$ cat config.mk
export PLATFORM = sky130hd
export DESIGN_NAME = sahta_back
export DESIGN_NICKNAME = d
export VERILOG_FILES = /design/src/rtl/sahta_pkg.sv /design/src/rtl/sahta_back.sv
export SDC_FILE = /design/constraint.sdc
export NUM_CORES = 1
export LEC_CHECK = 0
export BUFFER_PORTS_ARGS = -buffer_cell sky130_fd_sc_hd__buf_2
export CORE_AREA = 2 2 273 275
export DETAILED_ROUTE_END_ITERATION = 10
export DIE_AREA = 0 0 275 277
export GPL_TIMING_DRIVEN = 0
export SLEW_MARGIN = 30
export SYNTH_ARGS = -nofsm -noshare
export SYNTH_HDL_FRONTEND = slang
export SYNTH_SLANG_ARGS = --single-unit
$ cat constraint.sdc
create_clock -name clk -period 7.9 [get_ports clk]
set_input_delay 1.185 -clock clk [delete_from_list [all_inputs] [get_ports clk]]
set_output_delay 1.185 -clock clk [all_outputs]
set_load 0.1 [all_outputs]
$ cat src/rtl/sahta_pkg.sv
// Shared types and constants for the set-associative hash table.
// Used by every module of the block but sahta_ram; depends on nothing.
package sahta_pkg;

    localparam int DEF_MAX_SETS = 1024;
    localparam int DEF_WAYS     = 4;

    localparam int KEY_W   = 64;
    localparam int SCORE_W = 32;
    localparam int DEPTH_W = 8;
    localparam int BOUND_W = 2;
    localparam int MOVE_W  = 32;
    localparam int GEN_W   = 16;
    localparam int CMD_W   = 2;
    localparam int CFG_W   = 11;
    localparam int AGE_SHIFT = 10;   // age weight of 1024

    localparam logic [CFG_W-1:0] CFG_RESET = 11'd1024;

    localparam logic signed [31:0] EMPTY_SCORE = 32'sd1000000000;
    localparam logic signed [31:0] START_SCORE = -32'sd1000000000;

    localparam logic [CMD_W-1:0] CMD_PROBE = 2'd0;
    localparam logic [CMD_W-1:0] CMD_STORE = 2'd1;
    localparam logic [CMD_W-1:0] CMD_CLEAR = 2'd2;

    typedef enum logic [1:0] {
        OP_PROBE,
        OP_STORE,
        OP_CLEAR,
        OP_NOP
    } op_t;

    typedef struct packed {
        logic [KEY_W-1:0]          key;
        logic [SCORE_W-1:0]        score_bits;
        logic signed [DEPTH_W-1:0] depth;
        logic [BOUND_W-1:0]        bound_kind;
        logic [MOVE_W-1:0]         move_code;
        logic [GEN_W-1:0]          generation;
    } entry_t;

    localparam int ENTRY_W = $bits(entry_t);

    typedef struct packed {
        op_t    op;
        entry_t entry;
    } item_t;

    // Queue handshake between front and back
    typedef struct packed {
        logic  valid;
        item_t item;
    } q_out_t;

endpackage

$ cat src/rtl/sahta_back.sv
// Back end: reduces the key to a set, walks the ways, writes and reports.
// Depends on sahta_pkg; drives sahta_mod and the slot RAM from the top.
module sahta_back
    import sahta_pkg::*;
#(
    parameter int MAX_SETS = DEF_MAX_SETS,
    parameter int WAYS     = DEF_WAYS,
    parameter int NW       = $clog2(MAX_SETS + 1),
    parameter int AW       = (MAX_SETS * WAYS > 1) ? $clog2(MAX_SETS * WAYS) : 1
) (
    input  logic               clk,
    input  logic               rst_n,
    input  logic               cfg_valid,
    input  logic [CFG_W-1:0]   cfg_data,
    input  q_out_t             q_out,
    output logic               q_pop,
    output logic               hold,
    output logic               mod_start,
    output logic [KEY_W-1:0]   mod_key,
    output logic [NW-1:0]      mod_div,
    input  logic               mod_done,
    input  logic [NW-1:0]      mod_rem,
    output logic               ram_we,
    output logic [AW-1:0]      ram_waddr,
    output entry_t             ram_wdata,
    output logic [AW-1:0]      ram_raddr,
    input  entry_t             ram_rdata,
    output logic               m_axis_tvalid,
    input  logic               m_axis_tready,
    output logic [95:0]        m_axis_tdata,
    output logic               m_axis_tuser
);

    localparam int SW    = (MAX_SETS > 1) ? $clog2(MAX_SETS) : 1;
    localparam int WW    = (WAYS > 1) ? $clog2(WAYS) : 1;
    localparam int CW    = (NW > CFG_W) ? NW : CFG_W;
    localparam int DEPTH = MAX_SETS * WAYS;

    typedef enum logic [2:0] {
        S_IDLE,
        S_MOD,
        S_RD,
        S_EV,
        S_WR,
        S_OUT,
        S_CLR
    } state_t;

    state_t             state_reg;
    logic               init_reg;
    logic [CFG_W-1:0]   set_count_reg;
    item_t              item_reg;
    logic [SW-1:0]      set_reg;
    logic [WW-1:0]      way_reg;
    logic [WW-1:0]      pick_reg;
    logic               found_reg;
    logic signed [31:0] best_reg;
    entry_t             hit_reg;
    logic [AW-1:0]      clr_reg;
    logic               out_valid_reg;
    logic               out_hit_reg;
    entry_t             out_ent_reg;

    logic [CW-1:0]      cnt_ext;
    logic [AW-1:0]      base;
    logic               match;
    logic signed [16:0] age_d;
    logic signed [8:0]  dep_d;
    logic signed [31:0] score;
    logic               last_way;

    // Clamp the set count into one to the table size
    always_comb
    begin
        cnt_ext = CW'(set_count_reg);
        if (cnt_ext == '0)
        begin
            mod_div = NW'(1);
        end
        else if (cnt_ext > CW'(MAX_SETS))
        begin
            mod_div = NW'(MAX_SETS);
        end
        else
        begin
            mod_div = cnt_ext[NW-1:0];
        end
    end

    // Score the way that the RAM returns
    always_comb
    begin
        match = (ram_rdata.key == item_reg.entry.key);
        age_d = $signed({1'b0, item_reg.entry.generation})
              - $signed({1'b0, ram_rdata.generation});
        dep_d = $signed({item_reg.entry.depth[DEPTH_W-1], item_reg.entry.depth})
              - $signed({ram_rdata.depth[DEPTH_W-1], ram_rdata.depth});
        if (ram_rdata.key == '0)
        begin
            score = EMPTY_SCORE;
        end
        else
        begin
            score = $signed({{5{age_d[16]}}, age_d, {AGE_SHIFT{1'b0}}})
                  + $signed({{23{dep_d[8]}}, dep_d});
        end
    end

    assign base      = AW'(set_reg) * AW'(WAYS);
    assign last_way  = (way_reg == WW'(WAYS - 1));
    assign hold      = init_reg;
    assign q_pop     = (state_reg == S_IDLE) && q_out.valid && !init_reg;
    assign mod_start = q_pop && (q_out.item.op == OP_PROBE || q_out.item.op == OP_STORE);
    assign mod_key   = q_out.item.entry.key;

    // Drive the slot RAM
    always_comb
    begin
        ram_raddr = base + AW'(way_reg);
        ram_we    = 1'b0;
        ram_waddr = base + AW'(pick_reg);
        ram_wdata = item_reg.entry;
        if (state_reg == S_WR)
        begin
            ram_we = 1'b1;
        end
        else if (state_reg == S_CLR)
        begin
            ram_we    = 1'b1;
            ram_waddr = clr_reg;
            ram_wdata = '0;
        end
    end

    assign m_axis_tvalid = out_valid_reg;
    assign m_axis_tuser  = out_hit_reg;
    assign m_axis_tdata  = {6'd0, out_ent_reg.generation, out_ent_reg.move_code,
                            out_ent_reg.bound_kind, out_ent_reg.depth,
                            out_ent_reg.score_bits};

    // Sequencer, configuration and output word register
    always_ff @(posedge clk or negedge rst_n)
    begin
        if (!rst_n)
        begin
            state_reg     <= S_CLR;
            init_reg      <= 1'b1;
            set_count_reg <= CFG_RESET;
            clr_reg       <= '0;
            out_valid_reg <= 1'b0;
            out_hit_reg   <= 1'b0;
            way_reg       <= '0;
            pick_reg      <= '0;
            found_reg     <= 1'b0;
            item_reg      <= '0;
            set_reg       <= '0;
            best_reg      <= START_SCORE;
            hit_reg       <= '0;
            out_ent_reg   <= '0;
        end
        else
        begin
            if (cfg_valid)
            begin
                set_count_reg <= cfg_data;
            end
            // Drop the output word once taken, unless a new one loads now
            if (out_valid_reg && m_axis_tready && state_reg != S_OUT)
            begin
                out_valid_reg <= 1'b0;
            end
            case (state_reg)
                S_IDLE:
                begin
                    if (q_pop)
                    begin
                        item_reg  <= q_out.item;
                        way_reg   <= '0;
                        pick_reg  <= '0;
                        found_reg <= 1'b0;
                        best_reg  <= START_SCORE;
                        clr_reg   <= '0;
                        case (q_out.item.op)
                            OP_PROBE, OP_STORE: state_reg <= S_MOD;
                            OP_CLEAR:           state_reg <= S_CLR;
                            default:            state_reg <= S_OUT;
                        endcase
                    end
                end
                S_MOD:
                begin
                    if (mod_done)
                    begin
                        set_reg   <= mod_rem[SW-1:0];
                        state_reg <= S_RD;
                    end
                end
                S_RD:
                begin
                    state_reg <= S_EV;
                end
                S_EV:
                begin
                    if (!found_reg)
                    begin
                        if (match)
                        begin
                            found_reg <= 1'b1;
                            pick_reg  <= way_reg;
                            hit_reg   <= ram_rdata;
                        end
                        else if (score > best_reg)
                        begin
                            best_reg <= score;
                            pick_reg <= way_reg;
                        end
                    end
                    if (last_way)
                    begin
                        state_reg <= (item_reg.op == OP_STORE) ? S_WR : S_OUT;
                    end
                    else
                    begin
                        way_reg   <= way_reg + 1'b1;
                        state_reg <= S_RD;
                    end
                end
                S_WR:
                begin
                    state_reg <= S_OUT;
                end
                S_CLR:
                begin
                    clr_reg <= clr_reg + 1'b1;
                    if (clr_reg == AW'(DEPTH - 1))
                    begin
                        init_reg  <= 1'b0;
                        state_reg <= init_reg ? S_IDLE : S_OUT;
                    end
                end
                S_OUT:
                begin
                    if (!out_valid_reg || m_axis_tready)
                    begin
                        out_valid_reg <= 1'b1;
                        if (item_reg.op == OP_PROBE && found_reg)
                        begin
                            out_hit_reg <= 1'b1;
                            out_ent_reg <= hit_reg;
                        end
                        else
                        begin
                            out_hit_reg <= 1'b0;
                            out_ent_reg <= '0;
                        end
                        state_reg <= S_IDLE;
                    end
                end
                default:
                begin
                    state_reg <= S_IDLE;
                end
            endcase
        end
    end

endmodule

==> results_dict.tcl, run 1 <==
set metrics [dict create \
    largest_reg_flops 156 \
    regArea_sq_um 10300 \
    finalCritPeriodShare 0.951 \
    syn_inst 2230 \
    max_cap_viol_count 0 \
    cp_num_buf_inv 4 \
    status "finished, final reports clean" \
    syn_area_sq_um 21600 \
    endpoint_kind "register" \
    critPathSlowestCell "fa_1" \
    ant_nets 0 \
    worstSetupStartpointType "input port" \
    seq_area_frac_synth 0.474 \
    synth_area_leaders "dfrtp_1 46%, nand2_1 9.8%, mux2_2 4.8%" \
    synth-edff-count 0 \
    place_congestion 0.956 \
    antenna_found_initial 38 \
    synthTopCellsByCount "565 x nand2_1, 395 x dfrtp_1, 155 x and2_1, 93 x a22o_1, 93 x mux2_2" \
    fin_skew_ps 49.3 \
    clock-sinks 409 \
    postSynth.asyncResetShare 1.00 \
    hpwl_um 69200 \
    r2r_cells 30 \
    core-area_sq_um 73600 \
    finalSetupViolCount 0 \
    syn_area_per_cell_sq_um 9.69 \
    placed_area_sq_um 26400 \
    ys.flop_type "dfrtp_1" \
    fmax_mhz 133 \
    crit_path_max_incr_delay_ps 460 \
    h-tree-depth 2 \
    synth_top_area_share 0.457 \
    drc 0 \
    layout-area-overhead-vs-synth_pct 30.5 \
    io-pin-count 693 \
    grt_pass1_vias 18900 \
    ctsRootBufferMaster "clkbuf_16" \
    die_h_um 277 \
    min_to "m_axis_tdata[63]" \
    num-fill-cells 7630 \
    grt_max_degree 83 \
    num-nets-final 3414 \
    crit_required_ps 8360 \
    yosys_warnings 0 \
    ys_ff_latch 409 \
    start_util 0.294 \
    first_iter_violations 963 \
    final_hold_viol_count 0 \
    firstDrtPassIters 4 \
    worstSetupPathType "in -> reg" \
    path_clk_slew_ps 60 \
    holdPathStages 1 \
    clockBufferDepth 3 \
    synth.largest_area_cell "dfrtp_1" \
    port-buffer-count 685 \
    routed_wl_um 85400 \
    vias_per_cell 4.72 \
    worstPathArrival_ps 7970 \
    min_from "hit_reg[37]" \
    timing.rr.start "item_reg[0]" \
    grtUsageTotal 0.220 \
    cpLargestDelayFamily "compound AO/OA/AOI/OAI gates" \
    reg2reg_to "best_reg[2]" \
    slew_violations 0 \
    worst_slew_pin_slew_ps 893 \
    path_max_fanout 9 \
    post_drt_wl_per_cell_um 21.4 \
    yosys.cell_types.count 71 \
    cts_tree "built" \
    relSlewSlack 0.403 \
    stdcell_area_sq_um 28200 \
    min_path_type "reg -> reg" \
    dieArea_sq_um 76200 \
    finalCriticalPeriod_ps 7510 \
    vias 18900 \
    num_rows 100 \
    postCtsHoldBufs 0 \
    numCtsBuffers 49 \
    ff2ff_setup_slack_ps 770 \
    grt-ovfl-total 0 \
    insertion_delay_ps 620 \
    die_w_um 275 \
    path_common_cell "ha_1" \
    synth.most_common_cell "nand2_1" \
    multiInputGateArea_sq_um 10200 \
    drive_gt1_frac 0.321 \
    grt_pass1_wl_um 124000 \
]
worst register-to-register path, delay by kind of cell (launching register included):
kind / cells / cell delay [ps]
simple gates: 6 / 930
compound gates: 13 / 2770
fa+ha+maj: 5 / 1790
xor+xnor: 2 / 440
buf+inv: 3 / 420
flops: 1 / 320
mux: 1 / 330
worst max path at each step:
stage	startpoint	end	slack, ps	cells past startpoint
6_report	ram_rdata[1]	best_reg[2]	390	30
5_1_grt	ram_rdata[0]	best_reg[3]	-9	30
4_1_cts	ram_rdata[0]	best_reg[11]	50	32
3_5_place_dp	ram_rdata[1]	best_reg[11]	-810	31
3_3_place_gp	rst_n	item_reg[65]	-3160	1
2_1_floorplan	ram_rdata[1]	best_reg[0]	640	29
area by class of cell:
cell class                      count  area share
Tap cell                          969      0.0430
Inverter                           80      0.0106
Timing Repair Buffer              692       0.127
Sequential cell                   409       0.363
Clock buffer                       67      0.0476
Multi-Input combinational cell   1574       0.362
Clock inverter                     19      0.0114
Buffer                            172      0.0331
Antenna cell                       13     0.00115
repair_timing:
item	in CTS	in global routing
gates cloned	0	1
pin swaps	0	1
endpoints found under the setup margin	27	31
setup buffers	0	1
resized for setup	2	14
kinds of logic after synthesis:
group,Yosys count,share of synthesized area
compound gates,262,0.0871
xor+xnor,93,0.0377
fa+ha+maj,98,0.0633
buf+inv,252,0.0568
flops,409,0.474
mux,144,0.0739
other cells,1,0.000173
simple gates,971,0.207
through the flow:
| step | util | std cells | worst slack [ps] | TNS, ps | hold WS (ps) |
|---|---|---|---|---|---|
| 6_report | 0.383 | 3995 | 387 | 0 | 443 |
| 4_1_cts | 0.382 | 3980 | 49.9 | 0 | 443 |
| 3_5_place_dp | 0.359 | 3894 | -807 | -21980 | 455 |
| 5_1_grt | 0.383 | 3989 | -9.13 | -21.6 | 480 |
| 2_1_floorplan | - | 2235 | 642 | 0 | 437 |
| 3_3_place_gp | 0.357 | 3889 | -3160 | -1247170 | 450 |
per-layer routing:
metal | share of wire | vias to the layer above | routed length [um] | track usage
li1 | - | 8949 | - | -
met1 | 0.39 | 9104 | 33400 | 0.255
met2 | 0.50 | 580 | 42500 | 0.387
met3 | 0.066 | 198 | 5670 | 0.0551
met4 | 0.042 | 36 | 3590 | 0.0814
met5 | 0.0028 | - | 238 | 0
cells in the final DEF (no fill, tap or decap), drive strengths merged, types with 4 or more instances in the layout:
cell / instances
buf: 771
nand2: 565
dfrtp: 395
clkbuf: 160
and2: 155
mux2: 124
a22o: 93
inv: 82
ha: 79
nor2: 70
xor2: 67
o21ai: 52
nor4: 49
a21oi: 48
xnor2: 26
nand3: 25
nor2b: 22
mux2i: 20
nand4: 19
fa: 19
nor3: 19
dfstp: 14
diode: 13
and3: 11
a21o: 10
nand2b: 10
clkinv: 9
o21a: 8
o211ai: 6
nor3b: 6
conb: 6
bufinv: 6
or2: 6
o31ai: 5
a31oi: 5
a211oi: 5
a221oi: 5
a21boi: 4
Power of run 1 is not shown: default switching activity piles up to over one toggle a cycle in this logic, so the estimate is an artifact.
==> run 2, diff against run 1 <==
--- a/config.mk
+++ b/config.mk
@@ -5,11 +5,12 @@
 export SDC_FILE = /design/constraint.sdc
 export NUM_CORES = 1
 export LEC_CHECK = 0
-export BUFFER_PORTS_ARGS = -buffer_cell sky130_fd_sc_hd__buf_2
 export CORE_AREA = 2 2 273 275
 export DETAILED_ROUTE_END_ITERATION = 10
 export DIE_AREA = 0 0 275 277
+export DONT_BUFFER_PORTS = 1
 export GPL_TIMING_DRIVEN = 0
+export PLACE_DENSITY_LB_ADDON = 0.05
 export SLEW_MARGIN = 30
 export SYNTH_ARGS = -nofsm -noshare
 export SYNTH_HDL_FRONTEND = slang
==> results_dict.tcl, run 2 (synthesized netlist as in run 1, its figures left out) <==
set metrics [dict create \
    layout-area-overhead-vs-synth_pct 14.5 \
    die_w_um 275 \
    dp.cells 3205 \
    relSlewSlack -1.15 \
    finalCritPeriodShare 0.953 \
    h-tree-depth 2 \
    drc 0 \
    clockBufferDepth 3 \
    core-area_sq_um 73600 \
    vias_per_cell 4.98 \
    finalCriticalPeriod_ps 7530 \
    dieArea_sq_um 76200 \
    first_iter_violations 980 \
    layout_commonest_cell "nand2_1" \
    crit_required_ps 8390 \
    cts_tree "built" \
    place_congestion 0.869 \
    timing.rr.start "item_reg[0]" \
    grt-ovfl-total 0 \
    port-buffer-count 0 \
    routed_wl_um 83800 \
    grt_max_degree 410 \
    grt_pass1_vias 17000 \
    vias 16400 \
    num_rows 100 \
    hpwl_um 65700 \
    grt_pass1_wl_um 121000 \
    path_clk_slew_ps 50 \
    firstDrtPassIters 4 \
    post-cts-setup-buffers 0 \
    post_drt_wl_per_cell_um 25.4 \
    worstSetupStartpointType "input port" \
    max_cap_viol_count 0 \
    r2r_cells 27 \
    insertion_delay_ps 590 \
    drive_gt1_frac 0.150 \
    path_max_fanout 10 \
    numCtsBuffers 50 \
    io-pin-count 693 \
    largest_reg_flops 156 \
    final_hold_viol_count 0 \
    min_path_type "in -> async" \
    fin_tns_setup_ps 0 \
    num-fill-cells 7655 \
    fmax_mhz 133 \
    violations "max-slew violations" \
    ant_nets 0 \
    endpoint_kind "register" \
    start_util 0.294 \
    ctsRootBufferMaster "clkbuf_16" \
    worstSetupPathType "in -> reg" \
    die_h_um 277 \
    layout_common_cells "565 x nand2_1, 387 x dfrtp_1, 112 x and2_1" \
    slew_violations 304 \
    worst_slew_pin_slew_ps 3220 \
    fin_cells 3300 \
    fin_skew_ps 23.9 \
    antenna_found_initial 7 \
    finalSetupViolCount 0 \
    clock-sinks 409 \
    reg2reg_to "best_reg[13]" \
    status "finished with violations" \
    rsz0062_at_grt "false" \
    grtUsageTotal 0.215 \
    ff2ff_setup_slack_ps 550 \
    worstPathArrival_ps 8020 \
    num-nets-final 2724 \
]
==> run 2: cell types whose count changed in the layout (fill, tap and decap cells not counted), moves of 9 or more <==
| cell | delta |
|---|---|
| nor2b_4 | +10 |
| nor2b_1 | -10 |
| diode_2 | -9 |
| buf_2 | -682 |
| and2_2 | +43 |
| and2_1 | -43 |
==> run 2: worst max-delay path by stage <==
stage            startpoint      endpoint  slack [ps]  depth (start not counted)
6_report       ram_rdata[0]  best_reg[13]         370                         26
5_1_grt        ram_rdata[0]  best_reg[25]           7                         28
3_5_place_dp   ram_rdata[1]   best_reg[1]        -560                         30
2_1_floorplan  ram_rdata[1]   best_reg[0]         640                         29
4_1_cts        ram_rdata[1]   best_reg[1]          20                         30
3_3_place_gp   ram_rdata[1]  best_reg[16]        -570                         30
==> run 2: cell type report <==
class                           instances  area [sq um]  area share
Timing Repair Buffer                    1          11.3    0.000455
Multi-Input combinational cell       1574         10400       0.420
Inverter                               80           300      0.0121
Antenna cell                            4          10.0    0.000405
Tap cell                              969          1210      0.0490
Sequential cell                       409         10300       0.415
Clock buffer                           79          1460      0.0590
Buffer                                172           945      0.0382
Clock inverter                         12           144     0.00582
==> run 2: worst max-delay path, cell delays in order <==
cell	delay (ps)
ha_1	210
fa_1	400
nor2b_1	120
o21ai_0	110
a21boi_0	270
o21ai_0	190
a211oi_1	350
nor2_1	100
a221o_1	340
xnor2_1	210
fa_1	450
ha_1	430
nand3_1	170
o31a_1	350
xnor2_1	160
or2_2	280
ha_1	320
nand4_1	210
nor4_2	360
o21a_1	200
o311ai_0	200
a221oi_2	360
nor2_1	70
a41oi_1	300
buf_4	300
mux2_1	350
==> run 2: metrics by stage <==
stage           util  hold slack [ps]  setup WS, ps  area (sq um)
2_1_floorplan      -              437           642         21600
3_3_place_gp   0.311              450          -566         22800
3_5_place_dp   0.314              454          -558         23100
4_1_cts        0.336              298          23.4         24700
5_1_grt        0.336              303          7.48         24700
6_report       0.336              340           373         24700
==> run 2: repair_timing <==
item / in CTS / in global routing
hold buffers: 0 / 0
endpoints found under the hold margin: 0 / 0
gates resized for setup: 0 / 8
endpoints found under the setup margin: 0 / 31
==> run 2: layer usage <==
metal	GRT usage	vias up	share of wire
li1	-	7536	-
met3	0.0540	104	0.069
met5	0	-	0.000096
met2	0.369	543	0.50
met1	0.269	8257	0.41
met4	0.0549	2	0.023
Power of run 2 is left out for the same reason.
==> run 3, diff against run 2 <==
--- a/config.mk
+++ b/config.mk
@@ -10,8 +10,7 @@
 export DIE_AREA = 0 0 275 277
 export DONT_BUFFER_PORTS = 1
 export GPL_TIMING_DRIVEN = 0
-export PLACE_DENSITY_LB_ADDON = 0.05
-export SLEW_MARGIN = 30
+export SLEW_MARGIN = 0
 export SYNTH_ARGS = -nofsm -noshare
 export SYNTH_HDL_FRONTEND = slang
 export SYNTH_SLANG_ARGS = --single-unit
==> results_dict.tcl, run 3 (synthesized netlist as in run 1, its figures left out) <==
set metrics [dict create \
    finalCriticalPeriod_ps 7340 \
    insertion_delay_ps 620 \
    place_congestion 0.999 \
    worstSetupStartpointType "input port" \
    worst_slew_pin_slew_ps 1380 \
    finalCritPeriodShare 0.929 \
    clockBufferDepth 3 \
    antenna_found_initial 18 \
    first_iter_violations 900 \
    critPathSlowestCell "fa_1" \
    layout-area-overhead-vs-synth_pct 14.3 \
    max_cap_viol_count 0 \
    status "finished, final reports clean" \
    pre_cts_ws_ps -597 \
    grt_pass1_wl_um 117000 \
    crit_required_ps 8430 \
    fin_skew_ps 47.6 \
    clock-sinks 409 \
    final_hold_viol_count 0 \
    die_h_um 277 \
    path_max_fanout 10 \
    die_w_um 275 \
    layout_commonest_cell "nand2_1" \
    hpwl_um 66300 \
    post_drt_wl_per_cell_um 25.1 \
    worstSetupPathType "in -> reg" \
    grt_pass1_vias 16400 \
    path_common_cell "ha_1" \
    firstDrtPassIters 5 \
    vias_per_cell 4.98 \
    relSlewSlack 0.0779 \
    ctsRootBufferMaster "clkbuf_16" \
    worst_hold_slack_ps 331 \
    drive_gt1_frac 0.127 \
    vias 16400 \
    setup_slack_ps 559 \
    ff2ff_setup_slack_ps 710 \
    grt-ovfl-total 0 \
    endpoint_kind "register" \
    core-area_sq_um 73600 \
    ant_nets 0 \
    h-tree-depth 2 \
    io-pin-count 693 \
    grt_max_degree 410 \
    numCtsBuffers 48 \
    timing.rr.start "item_reg[0]" \
    path_clk_slew_ps 60 \
    min_path_type "in -> async" \
    cts_tree "built" \
    reg2reg_to "best_reg[5]" \
    fin_tns_setup_ps 0 \
    dieArea_sq_um 76200 \
    worstPathArrival_ps 7870 \
    grtUsageTotal 0.211 \
    finalSetupViolCount 0 \
    largest_reg_flops 156 \
    port-buffer-count 0 \
    num-nets-final 2724 \
    slew_violations 0 \
    routed_wl_um 82700 \
    crit_path_max_incr_delay_ps 460 \
    fmax_mhz 136 \
    start_util 0.294 \
    layout_common_cells "565 x nand2_1, 395 x dfrtp_1, 155 x and2_1" \
    num_rows 100 \
    r2r_cells 28 \
    drc 0 \
]
## run 3: changes by cell type in the layout (fill, tap and decap cells not counted), sizes merged, moves of 3 or more
cell | previous run | this run
clkbuf | 171 | 155
bufinv | 2 | 6
inv | 81 | 84
clkinvlp | 0 | 3
## run 3: stage by stage
stage	util	instances	area, sq um
after floorplan	-	2235	21600
after global placement	0.311	3204	22800
after detailed placement	0.312	3206	22900
after CTS	0.335	3293	24600
after global routing	0.336	3299	24700
final	0.336	3300	24700
## run 3: worst max-delay path: cells and delay by family
family          cells  cell delay, ps
compound gates     10            2480
fa+ha+maj           5            1840
simple gates        7            1310
buf+inv             2             470
xor+xnor            2             390
mux                 1             230
## run 3: worst max path at each step
| stage | startpoint | endpoint | slack, ps | cells past startpoint |
|---|---|---|---|---|
| after CTS | ram_rdata[1] | best_reg[5] | 40 | 30 |
| after global routing | ram_rdata[0] | best_reg[5] | -0.7 | 30 |
| final | ram_rdata[0] | best_reg[5] | 560 | 27 |
| after global placement | ram_rdata[1] | best_reg[15] | -530 | 30 |
| after floorplan | ram_rdata[1] | best_reg[0] | 640 | 29 |
| after detailed placement | ram_rdata[1] | best_reg[16] | -600 | 30 |
## run 3: area by class of cell
cell class	count	area, sq um
fill	7603	48900
multi-input combinational	1574	10300
sequential	409	10300
clock buffer	63	1330
tap	969	1210
buffer	172	928
clock inverter	24	374
inverter	80	300
timing repair buffer	3	38.8
antenna	6	15.0
## run 3: timing repair
action,CTS,global route
buffers inserted,0,1
endpoints found under the setup margin,0,31
hold buffers,0,0
gates resized for setup,0,12
## run 3: metal layers
layer / wire length (um) / track usage / share of wire
met1: 31300 / 0.239 / 0.38
met2: 41400 / 0.371 / 0.50
met3: 6290 / 0.0612 / 0.076
met4: 3670 / 0.0840 / 0.044
met5: 101 / 0 / 0.0012
Power of run 3 is left out for the same reason.
